===== config.mk =====
export PLATFORM = sky130hd
export DESIGN_NAME = integer_alu_add_sub_mul_shift_top
export DESIGN_NICKNAME = d
export VERILOG_FILES = /design/src/hw/rtl/ialu_pkg.sv /design/src/hw/rtl/integer_alu_add_sub_mul_shift_top.sv /design/src/hw/rtl/ialu_shift.sv /design/src/hw/rtl/ialu_mul_pp.sv
export SDC_FILE = /design/constraint.sdc
export NUM_CORES = 2
export LEC_CHECK = 0
export BUFFER_PORTS_ARGS = -buffer_cell sky130_fd_sc_hd__buf_2
export CORE_MARGIN = 2
export CORE_UTILIZATION = 30
export CTS_CLUSTER_DIAMETER = 80
export DETAILED_ROUTE_END_ITERATION = 16
export GPL_TIMING_DRIVEN = 0
export HOLD_SLACK_MARGIN = 0.05
export PLACE_DENSITY_LB_ADDON = 0.25
export SLEW_MARGIN = 20
export SYNTH_ARGS = -nofsm -noshare
export SYNTH_HDL_FRONTEND = slang
export SYNTH_SLANG_ARGS = --single-unit

===== constraint.sdc =====
create_clock -name clk -period 19.3 [get_ports clk]
set_clock_uncertainty 0.1 [all_clocks]
set_input_delay 0.965 -clock clk [delete_from_list [all_inputs] [get_ports clk]]
set_output_delay 0.965 -clock clk [all_outputs]
set_load 0.005 [all_outputs]

===== src/hw/rtl/ialu_pkg.sv =====
// shared types and constants for the integer alu
// no dependencies
`default_nettype none

package ialu_pkg;

  localparam int CMD_W  = 3;
  localparam int DATA_W = 32;
  localparam int AMT_W  = 6;

  typedef enum logic [CMD_W-1:0] {
    OP_ADD = 3'd0,
    OP_SUB = 3'd1,
    OP_MUL = 3'd2,
    OP_SHL = 3'd3,
    OP_SHR = 3'd4,
    OP_ROL = 3'd5,
    OP_ROR = 3'd6,
    OP_NEG = 3'd7
  } alu_op_t;

  typedef struct packed {
    logic    valid;
    alu_op_t op;
  } stage_ctrl_t;

endpackage

`default_nettype wire


===== src/hw/rtl/integer_alu_add_sub_mul_shift_top.sv =====
// integer alu: add, sub, mul, shifts, rotates, negate on WIDTH-bit words
// an accepted item passes through stages 0, 1 and 2 in order to reach the output
// throughput: one item per cycle while not stalled, three register stages with stall flowing back
// multiply splits into half-word partial products in stage 1, summed in stage 2
// reset clears the stage valid bits only; data registers are not reset
// depends on ialu_pkg, ialu_shift, ialu_mul_pp
`default_nettype none

module integer_alu_add_sub_mul_shift_top
  import ialu_pkg::*;
#(
  parameter int WIDTH = 32
) (
  input  logic              clk,
  input  logic              rst,
  input  logic              in_valid,
  output logic              in_stall,
  input  logic [CMD_W-1:0]  cmd,
  input  logic [DATA_W-1:0] operand_a,
  input  logic [DATA_W-1:0] operand_b,
  input  logic [AMT_W-1:0]  shift_amount,
  output logic              out_valid,
  input  logic              out_stall,
  output logic [DATA_W-1:0] result_word
);

  localparam int HALF_W = (WIDTH + 1) / 2;
  localparam int PROD_W = 2 * HALF_W;

  // stage 0: registered operands
  stage_ctrl_t      s0_ctrl;
  logic [WIDTH-1:0] s0_a;
  logic [WIDTH-1:0] s0_b;
  logic [AMT_W-1:0] s0_amt;

  // stage 1: add/shift result and partial products
  stage_ctrl_t       s1_ctrl;
  logic [WIDTH-1:0]  s1_word;
  logic [PROD_W-1:0] s1_lo;
  logic [HALF_W-1:0] s1_hl;
  logic [HALF_W-1:0] s1_lh;

  // stage 2: output register
  logic             s2_valid;
  logic [WIDTH-1:0] s2_word;

  logic adv0, adv1, adv2;

  logic [WIDTH-1:0]  shift_res;
  logic [PROD_W-1:0] pp_lo;
  logic [HALF_W-1:0] pp_hl;
  logic [HALF_W-1:0] pp_lh;
  logic [WIDTH-1:0]  add_x;
  logic [WIDTH-1:0]  add_y;
  logic              add_cin;
  logic [WIDTH-1:0]  add_res;
  logic [WIDTH-1:0]  s1_word_next;
  logic [PROD_W-1:0] prod;
  logic [WIDTH-1:0]  s2_word_next;

  // a stage moves when it is empty or the one after it moves
  assign adv2     = !s2_valid || !out_stall;
  assign adv1     = !s1_ctrl.valid || adv2;
  assign adv0     = !s0_ctrl.valid || adv1;
  assign in_stall = !adv0;

  always_ff @(posedge clk) begin
    if (rst) begin
      s0_ctrl.valid <= 1'b0;
    end else if (adv0) begin
      s0_ctrl.valid <= in_valid;
    end
    if (adv0 && in_valid) begin
      s0_ctrl.op <= alu_op_t'(cmd);
      s0_a       <= WIDTH'(operand_a);
      s0_b       <= WIDTH'(operand_b);
      s0_amt     <= shift_amount;
    end
  end

  ialu_shift #(.WIDTH(WIDTH)) u_shift (
    .op  (s0_ctrl.op),
    .a   (s0_a),
    .amt (s0_amt),
    .res (shift_res)
  );

  ialu_mul_pp #(.WIDTH(WIDTH)) u_mul_pp (
    .a     (s0_a),
    .b     (s0_b),
    .pp_lo (pp_lo),
    .pp_hl (pp_hl),
    .pp_lh (pp_lh)
  );

  // one adder for add, sub (a + ~b + 1) and negate (0 + ~a + 1)
  always_comb begin
    add_x   = s0_a;
    add_y   = s0_b;
    add_cin = 1'b0;
    case (s0_ctrl.op)
      OP_SUB: begin
        add_y   = ~s0_b;
        add_cin = 1'b1;
      end
      OP_NEG: begin
        add_x   = '0;
        add_y   = ~s0_a;
        add_cin = 1'b1;
      end
      default: begin
        add_cin = 1'b0;
      end
    endcase
  end

  assign add_res = add_x + add_y + WIDTH'(add_cin);

  always_comb begin
    case (s0_ctrl.op) inside
      OP_ADD, OP_SUB, OP_NEG: s1_word_next = add_res;
      default:                s1_word_next = shift_res;
    endcase
  end

  always_ff @(posedge clk) begin
    if (rst) begin
      s1_ctrl.valid <= 1'b0;
    end else if (adv1) begin
      s1_ctrl.valid <= s0_ctrl.valid;
    end
    if (adv1 && s0_ctrl.valid) begin
      s1_ctrl.op <= s0_ctrl.op;
      s1_word    <= s1_word_next;
      s1_lo      <= pp_lo;
      s1_hl      <= pp_hl;
      s1_lh      <= pp_lh;
    end
  end

  assign prod = s1_lo + {s1_hl, {HALF_W{1'b0}}} + {s1_lh, {HALF_W{1'b0}}};

  assign s2_word_next = (s1_ctrl.op == OP_MUL) ? prod[WIDTH-1:0] : s1_word;

  always_ff @(posedge clk) begin
    if (rst) begin
      s2_valid <= 1'b0;
    end else if (adv2) begin
      s2_valid <= s1_ctrl.valid;
    end
    if (adv2 && s1_ctrl.valid) begin
      s2_word <= s2_word_next;
    end
  end

  assign out_valid   = s2_valid;
  assign result_word = DATA_W'(s2_word);

endmodule

`default_nettype wire


===== src/hw/rtl/ialu_shift.sv =====
// shifter and rotator for the integer alu, combinational
// depends on ialu_pkg
`default_nettype none

module ialu_shift
  import ialu_pkg::*;
#(
  parameter int WIDTH = 32
) (
  input  alu_op_t           op,
  input  logic [WIDTH-1:0]  a,
  input  logic [AMT_W-1:0]  amt,
  output logic [WIDTH-1:0]  res
);

  // enough copies of the word that any amount up to the field maximum
  // can be taken as a plain right shift
  localparam int MAX_AMT  = (1 << AMT_W) - 1;
  localparam int REPS     = (MAX_AMT + WIDTH - 1) / WIDTH + 1;
  localparam int REP_W    = REPS * WIDTH;
  localparam int ROT_BASE = (REPS - 1) * WIDTH;
  localparam int SHC_W    = $clog2(REP_W);

  logic [REP_W-1:0] rep;
  logic [SHC_W-1:0] amt_ext;
  logic [SHC_W-1:0] rol_cnt;
  logic [REP_W-1:0] rol_full;
  logic [REP_W-1:0] ror_full;

  assign rep      = {REPS{a}};
  assign amt_ext  = SHC_W'(amt);
  // rotate left by n is a right shift of the copies by a multiple of the width minus n
  assign rol_cnt  = SHC_W'(ROT_BASE) - amt_ext;
  assign rol_full = rep >> rol_cnt;
  assign ror_full = rep >> amt_ext;

  always_comb begin
    case (op)
      OP_SHL:  res = a << amt;
      OP_SHR:  res = a >> amt;
      OP_ROL:  res = rol_full[WIDTH-1:0];
      OP_ROR:  res = ror_full[WIDTH-1:0];
      default: res = '0;
    endcase
  end

endmodule

`default_nettype wire


===== src/hw/rtl/ialu_mul_pp.sv =====
// partial products for the low half of a word multiply
// depends on ialu_pkg; each multiplier is at most half a word square
`default_nettype none

module ialu_mul_pp
  import ialu_pkg::*;
#(
  parameter int WIDTH = 32
) (
  input  logic [WIDTH-1:0]    a,
  input  logic [WIDTH-1:0]    b,
  output logic [2*((WIDTH+1)/2)-1:0] pp_lo,
  output logic [(WIDTH+1)/2-1:0]     pp_hl,
  output logic [(WIDTH+1)/2-1:0]     pp_lh
);

  localparam int HALF_W = (WIDTH + 1) / 2;
  localparam int PROD_W = 2 * HALF_W;

  logic [PROD_W-1:0] a_ext;
  logic [PROD_W-1:0] b_ext;
  logic [PROD_W-1:0] hl_full;
  logic [PROD_W-1:0] lh_full;

  assign a_ext = PROD_W'(a);
  assign b_ext = PROD_W'(b);

  assign pp_lo   = a_ext[HALF_W-1:0] * b_ext[HALF_W-1:0];
  // cross terms land one half up, so only their low half survives
  assign hl_full = a_ext[PROD_W-1:HALF_W] * b_ext[HALF_W-1:0];
  assign lh_full = a_ext[HALF_W-1:0] * b_ext[PROD_W-1:HALF_W];
  assign pp_hl   = hl_full[HALF_W-1:0];
  assign pp_lh   = lh_full[HALF_W-1:0];

endmodule

`default_nettype wire


# Word level (Yosys, flattened, before mapping)
# Cells that the tools add are included.
# Widths: inputs -> output; s select.
dict set report op_classes {
  n_shift 4
  mux 6
  add_sub_neg 5
  bitwise 2
  eq_ne 7
  mul 3
  n_reduce_logical 14
  magnitude_cmp 0
  div_mod_pow 0
}
# op count
set ops {}
lappend ops {{$pmux 32 s4} 1}
lappend ops {{$add 32x32->32} 3}
lappend ops {{$mux 32} 3}
lappend ops {{$shr 96x6->32} 1}
lappend ops {{$shr 96x7->32} 1}
lappend ops {{$not 32->32} 2}
lappend ops {{$pmux 32 s2} 1}
lappend ops {{$add 32x1->32} 1}
lappend ops {{$mul 16x16->16} 2}
lappend ops {{$mul 16x16->32} 1}
lappend ops {{$shl 32x6->32} 1}
lappend ops {{$shr 32x6->32} 1}
lappend ops {{$eq 3x3->1 const B} 4}
lappend ops {{$sub 7x6->7 const A} 1}
lappend ops {{$eq 3x2->1 const B} 2}
lappend ops {{$logic_not 1->1} 5}
lappend ops {{$eq 3x1->1 const B} 1}
lappend ops {{$logic_and 1x1->1} 3}
lappend ops {{$logic_not 3->1} 1}
lappend ops {{$logic_or 1x1->1} 3}
lappend ops {{$reduce_or 3->1} 1}
lappend ops {{$reduce_or 2->1} 1}
lappend ops {{$mux 1} 1}
dict set report word_totals {
  word_cells 54
  in_bits 77
  mem_count 0
  ram_bits 0
  register_bits 207
  rom_bits 0
  out_inout_bits 34
  latchBits 0
}

# Logic depth before layout (Yosys ltp)
dict set report depth {
  ltp_word 5
  mapped_depth 26
  depth_no_buf 23
}

# Hierarchy
# A second synthesis with hierarchy kept.
dict set report hier_totals {
  hier_cells 3591
  hier_area_um2 33245.6
}
# module seq_area_each_um2 area_per_inst_um2 cells_per_inst n_inst
set modules_own_cells {}
lappend modules_own_cells {ialu_mul_pp 0.0 16155.5 1905 1}
lappend modules_own_cells {integer_alu_add_sub_mul_shift_top 6185.9 10507.6 900 1}
lappend modules_own_cells {ialu_shift 0.0 6582.6 786 1}

# Worst setup path before layout
# No wires, ideal clock.
dict set report synth_timing {
  kind {flip-flop to flip-flop}
  from {register s0_a[15]}
  to {register s1_lo[31], data pin}
  stages_incl_launch_ff 25
  required_ns 18.940
  setup_time_ns 0.260
  path_buffers 3
  period_less_slack_ns 6.501
  arrival_time_ns 6.141
  path_slack_ns 12.799
  path_cell_list {edfxtp_1 clkbuf_1 clkbuf_1 nand2_1 fa_1 fa_1 inv_1 fa_1 fa_1 fa_1 inv_1 fa_1 inv_1 ha_1 buf_2 a2111oi_2 o21ai_1 a311o_1 nor3_1 a21oi_1 a41oi_1 a21oi_1 o21a_1 nor2_1 xnor2_1}
}
dict set report synth_between {
  elab_chain_len 1
}
# item line_no
set synth_lines {}
lappend synth_lines {{start: declaration} integer_alu_add_sub_mul_shift_top.sv:32} ;# logic [WIDTH-1:0] s0_a;
lappend synth_lines {{start signal: assignment} integer_alu_add_sub_mul_shift_top.sv:75} ;# s0_a <= WIDTH'(operand_a);
lappend synth_lines {{$mul 16x16->32} ialu_mul_pp.sv:28} ;# assign pp_lo = a_ext[HALF_W-1:0] * b_ext[HALF_W-1:0];
lappend synth_lines {{named net pp_lo[31]} integer_alu_add_sub_mul_shift_top.sv:50} ;# logic [PROD_W-1:0] pp_lo;
lappend synth_lines {{end signal: assignment} integer_alu_add_sub_mul_shift_top.sv:135} ;# s1_lo <= pp_lo;
lappend synth_lines {{end: declaration} integer_alu_add_sub_mul_shift_top.sv:39} ;# logic [PROD_W-1:0] s1_lo;
# The timed path passes the listed nets, and every way through them passes these cells.
# A chain may end at the register's enable or synchronous reset.

# Worst setup path after layout
dict set report layout_timing {
  from {register s0_a[14]}
  to {register s1_lo[31], data pin}
}
# Same word-level chain as after synthesis.

==> flow_summary.json <==
{
  "criticalPathCategory": "flip-flop to flip-flop",
  "synthArstFlopShare_pct": 0,
  "ctsResizeCount": 0,
  "drive_above_1_share_pct": 7.01,
  "grt_max_degree": 29,
  "htree_num_levels": 1,
  "syn_nets": 4236,
  "pin_count": 111,
  "drt-pass1-iter-count": 6,
  "place.gp.congestion": 1.02,
  "num_rows": 118,
  "rsz0062_at_grt": "no",
  "drc_errors": 0,
  "grt_pass1_wl_um": 182000,
  "run_status": "finished clean",
  "ys_seq_area_share_pct": 19.8,
  "tritoncts": "built",
  "tightest_slew_ps": 1190,
  "synth_common_cells": "528 x nand2_1, 494 x inv_1, 372 x fa_1, 271 x and2_1, 247 x ha_1",
  "viasPerCell": 5.14,
  "fillers": 10800,
  "drtIter0Drc": 2528,
  "yosys.area.top_type_share_pct": 23.8,
  "grt_overflow_total": 0,
  "fp.dieArea_um2": 107000,
  "crit_required_ps": 19530,
  "final_nets": 4383,
  "syn_avg_cell_area_um2": 8.84,
  "ctsHoldBuffers": 0,
  "cts_setup_buffers": 0,
  "synthToLayoutAreaGrowth_pct": 10.8,
  "cts.clk_slew.worst_paths_ps": 60,
  "area.sequential_um2": 6190,
  "hold_path_class": "flip-flop to flip-flop",
  "setup_viol": 0,
  "synth_area_leaders": "fa_1 24%, edfxtp_1 20%, ha_1 9.9%",
  "period_share_pct": 43.9,
  "clk_latency_ps": 600,
  "grt_use_total_pct": 23.2,
  "fp.dieH_um": 327,
  "die_w_um": 327,
  "ant_nets": 0,
  "cp.arrival_ps": 8700,
  "numCtsBuffers": 27,
  "yosys_warnings": 0,
  "rr_worst_depth": 24,
  "vias": 26100,
  "clock-sinks": 207,
  "antenna_found_initial": 10,
  "start_util_pct": 30.2,
  "relSlewSlack_pct": 20.6,
  "multiInputGateArea_um2": 22400,
  "wl_per_cell_um": 24.3,
  "ys_types": 80,
  "min_path_cells": 2,
  "fin_setup_tns_ps": 0,
  "cp_max_fo": 10,
  "io_buffers": 110,
  "cap_violations": 0,
  "synth_edf_count": 204,
  "fin_crit_ps": 8470,
  "synth_cells": 3540,
  "clock_path_buffers": 3,
  "syn_area_um2": 31300,
  "drt-total-wl_um": 123000,
  "crit_path_end_kind": "flip-flop",
  "detailed_place_hpwl_um": 101000,
  "root_buffer": "clkbuf_16",
  "synth.largest_area_cell": "fa_1",
  "synth_seq_cells": 207,
  "drv_slew": 0,
  "synth_flop_cell": "edfxtp_1",
  "coreArea_um2": 103000,
  "cp-start-kind": "flip-flop",
  "fmax_ghz": 0.118,
  "finalHoldViolCount": 0,
  "grt_pass1_vias": 26600,
  "synth.most_common_cell": "nand2_1"
}
-- layout by cell type (no fill, tap or decap), types with 45 or more instances in the layout --
cell type  count
ha_1         247
inv_1        494
and2_1       271
clkbuf_1     187
buf_2        133
fa_1         372
o21ai_0      165
mux2_2        45
mux2i_1      110
xnor2_1      115
a21oi_1      192
edfxtp_1     204
nand2_1      528
nor2_1       145
-- metal layers --
layer / track usage (%) / wire (um)
met1: 33.3 / 56300
met2: 35.0 / 52100
met3: 3.35 / 9300
met4: 9.11 / 5640
met5: 0.532 / 80
-- registers in the layout, indices dropped and copies added, names as in the netlist --
signal       count
s0_b            32
s1_ctrl          4
s1_hl           16
s1_lh           16
s1_word         32
out_valid        1
result_word     32
s0_ctrl          4
s1_lo           32
s0_a            32
s0_amt           6
-- cells by family (layout without fill, tap and decap cells) --
family	count (synthesis)	count (layout)	synth area share (%)
AND/OR/NAND/NOR	1094	1094	16.4
buffers and inverters	713	880	8.72
adder cells (fa/ha/maj)	619	619	33.7
AO/OA/AOI/OAI	597	597	11.7
flip-flops	207	207	19.8
multiplexers	160	160	5.43
XOR/XNOR	150	150	4.32
other	0	1	0
-- worst max-delay path, stage by stage, from the launching register on --
cell      delay [ps]
edfxtp_1         590
clkbuf_1         680
clkbuf_1         700
nand2_1          170
fa_1             560
fa_1             550
inv_1             50
fa_1             480
fa_1             540
fa_1             500
inv_1             50
fa_1             470
inv_1             40
ha_1             260
buf_2            170
nand3_1          170
nor4_2           560
nand3_1          140
o211a_1          300
a21oi_1          350
a41oi_1          220
a21oi_1          210
o21a_1           130
nor2_1            40
xnor2_1          130
-- layout make-up --
type	count	area share [%]
Buffer	218	2.51
Inverter	495	5.36
Clock inverter	17	0.509
Timing Repair Buffer	118	2.12
Antenna cell	1	0.00722
Sequential cell	207	17.9
Multi-Input combinational cell	2620	64.7
Tap cell	1380	4.98
Clock buffer	32	2.00
-- final timing paths --
| path | from | endpoint | slack (ps) |
|---|---|---|---|
| setup / recovery | s0_a[14] | s1_lo[31] | 10830 |
| setup reg to reg | s0_a[14] | s1_lo[31] | 10830 |
| hold / removal | s0_ctrl[3] | s1_ctrl[3] | 390 |
| hold reg to reg | s0_ctrl[3] | s1_ctrl[3] | 390 |
-- per-stage QoR --
step                cell area, um2  setup WS [ps]  std cells  utilization, %  hold WS [ps]
finish                       34600          10830       5088            33.5           388
global route                 34600          10540       5087            33.5           410
CTS                          34600          10940       5087            33.5           397
detailed placement           33800          10980       5038            32.6           385
global placement             33600          10700       5030            32.4           354
floorplan                    31300          12800       3540               -           321
Power is left out: the tool's default activity adds up to more than one toggle a clock period on the data nets, which glitch-free logic cannot reach.
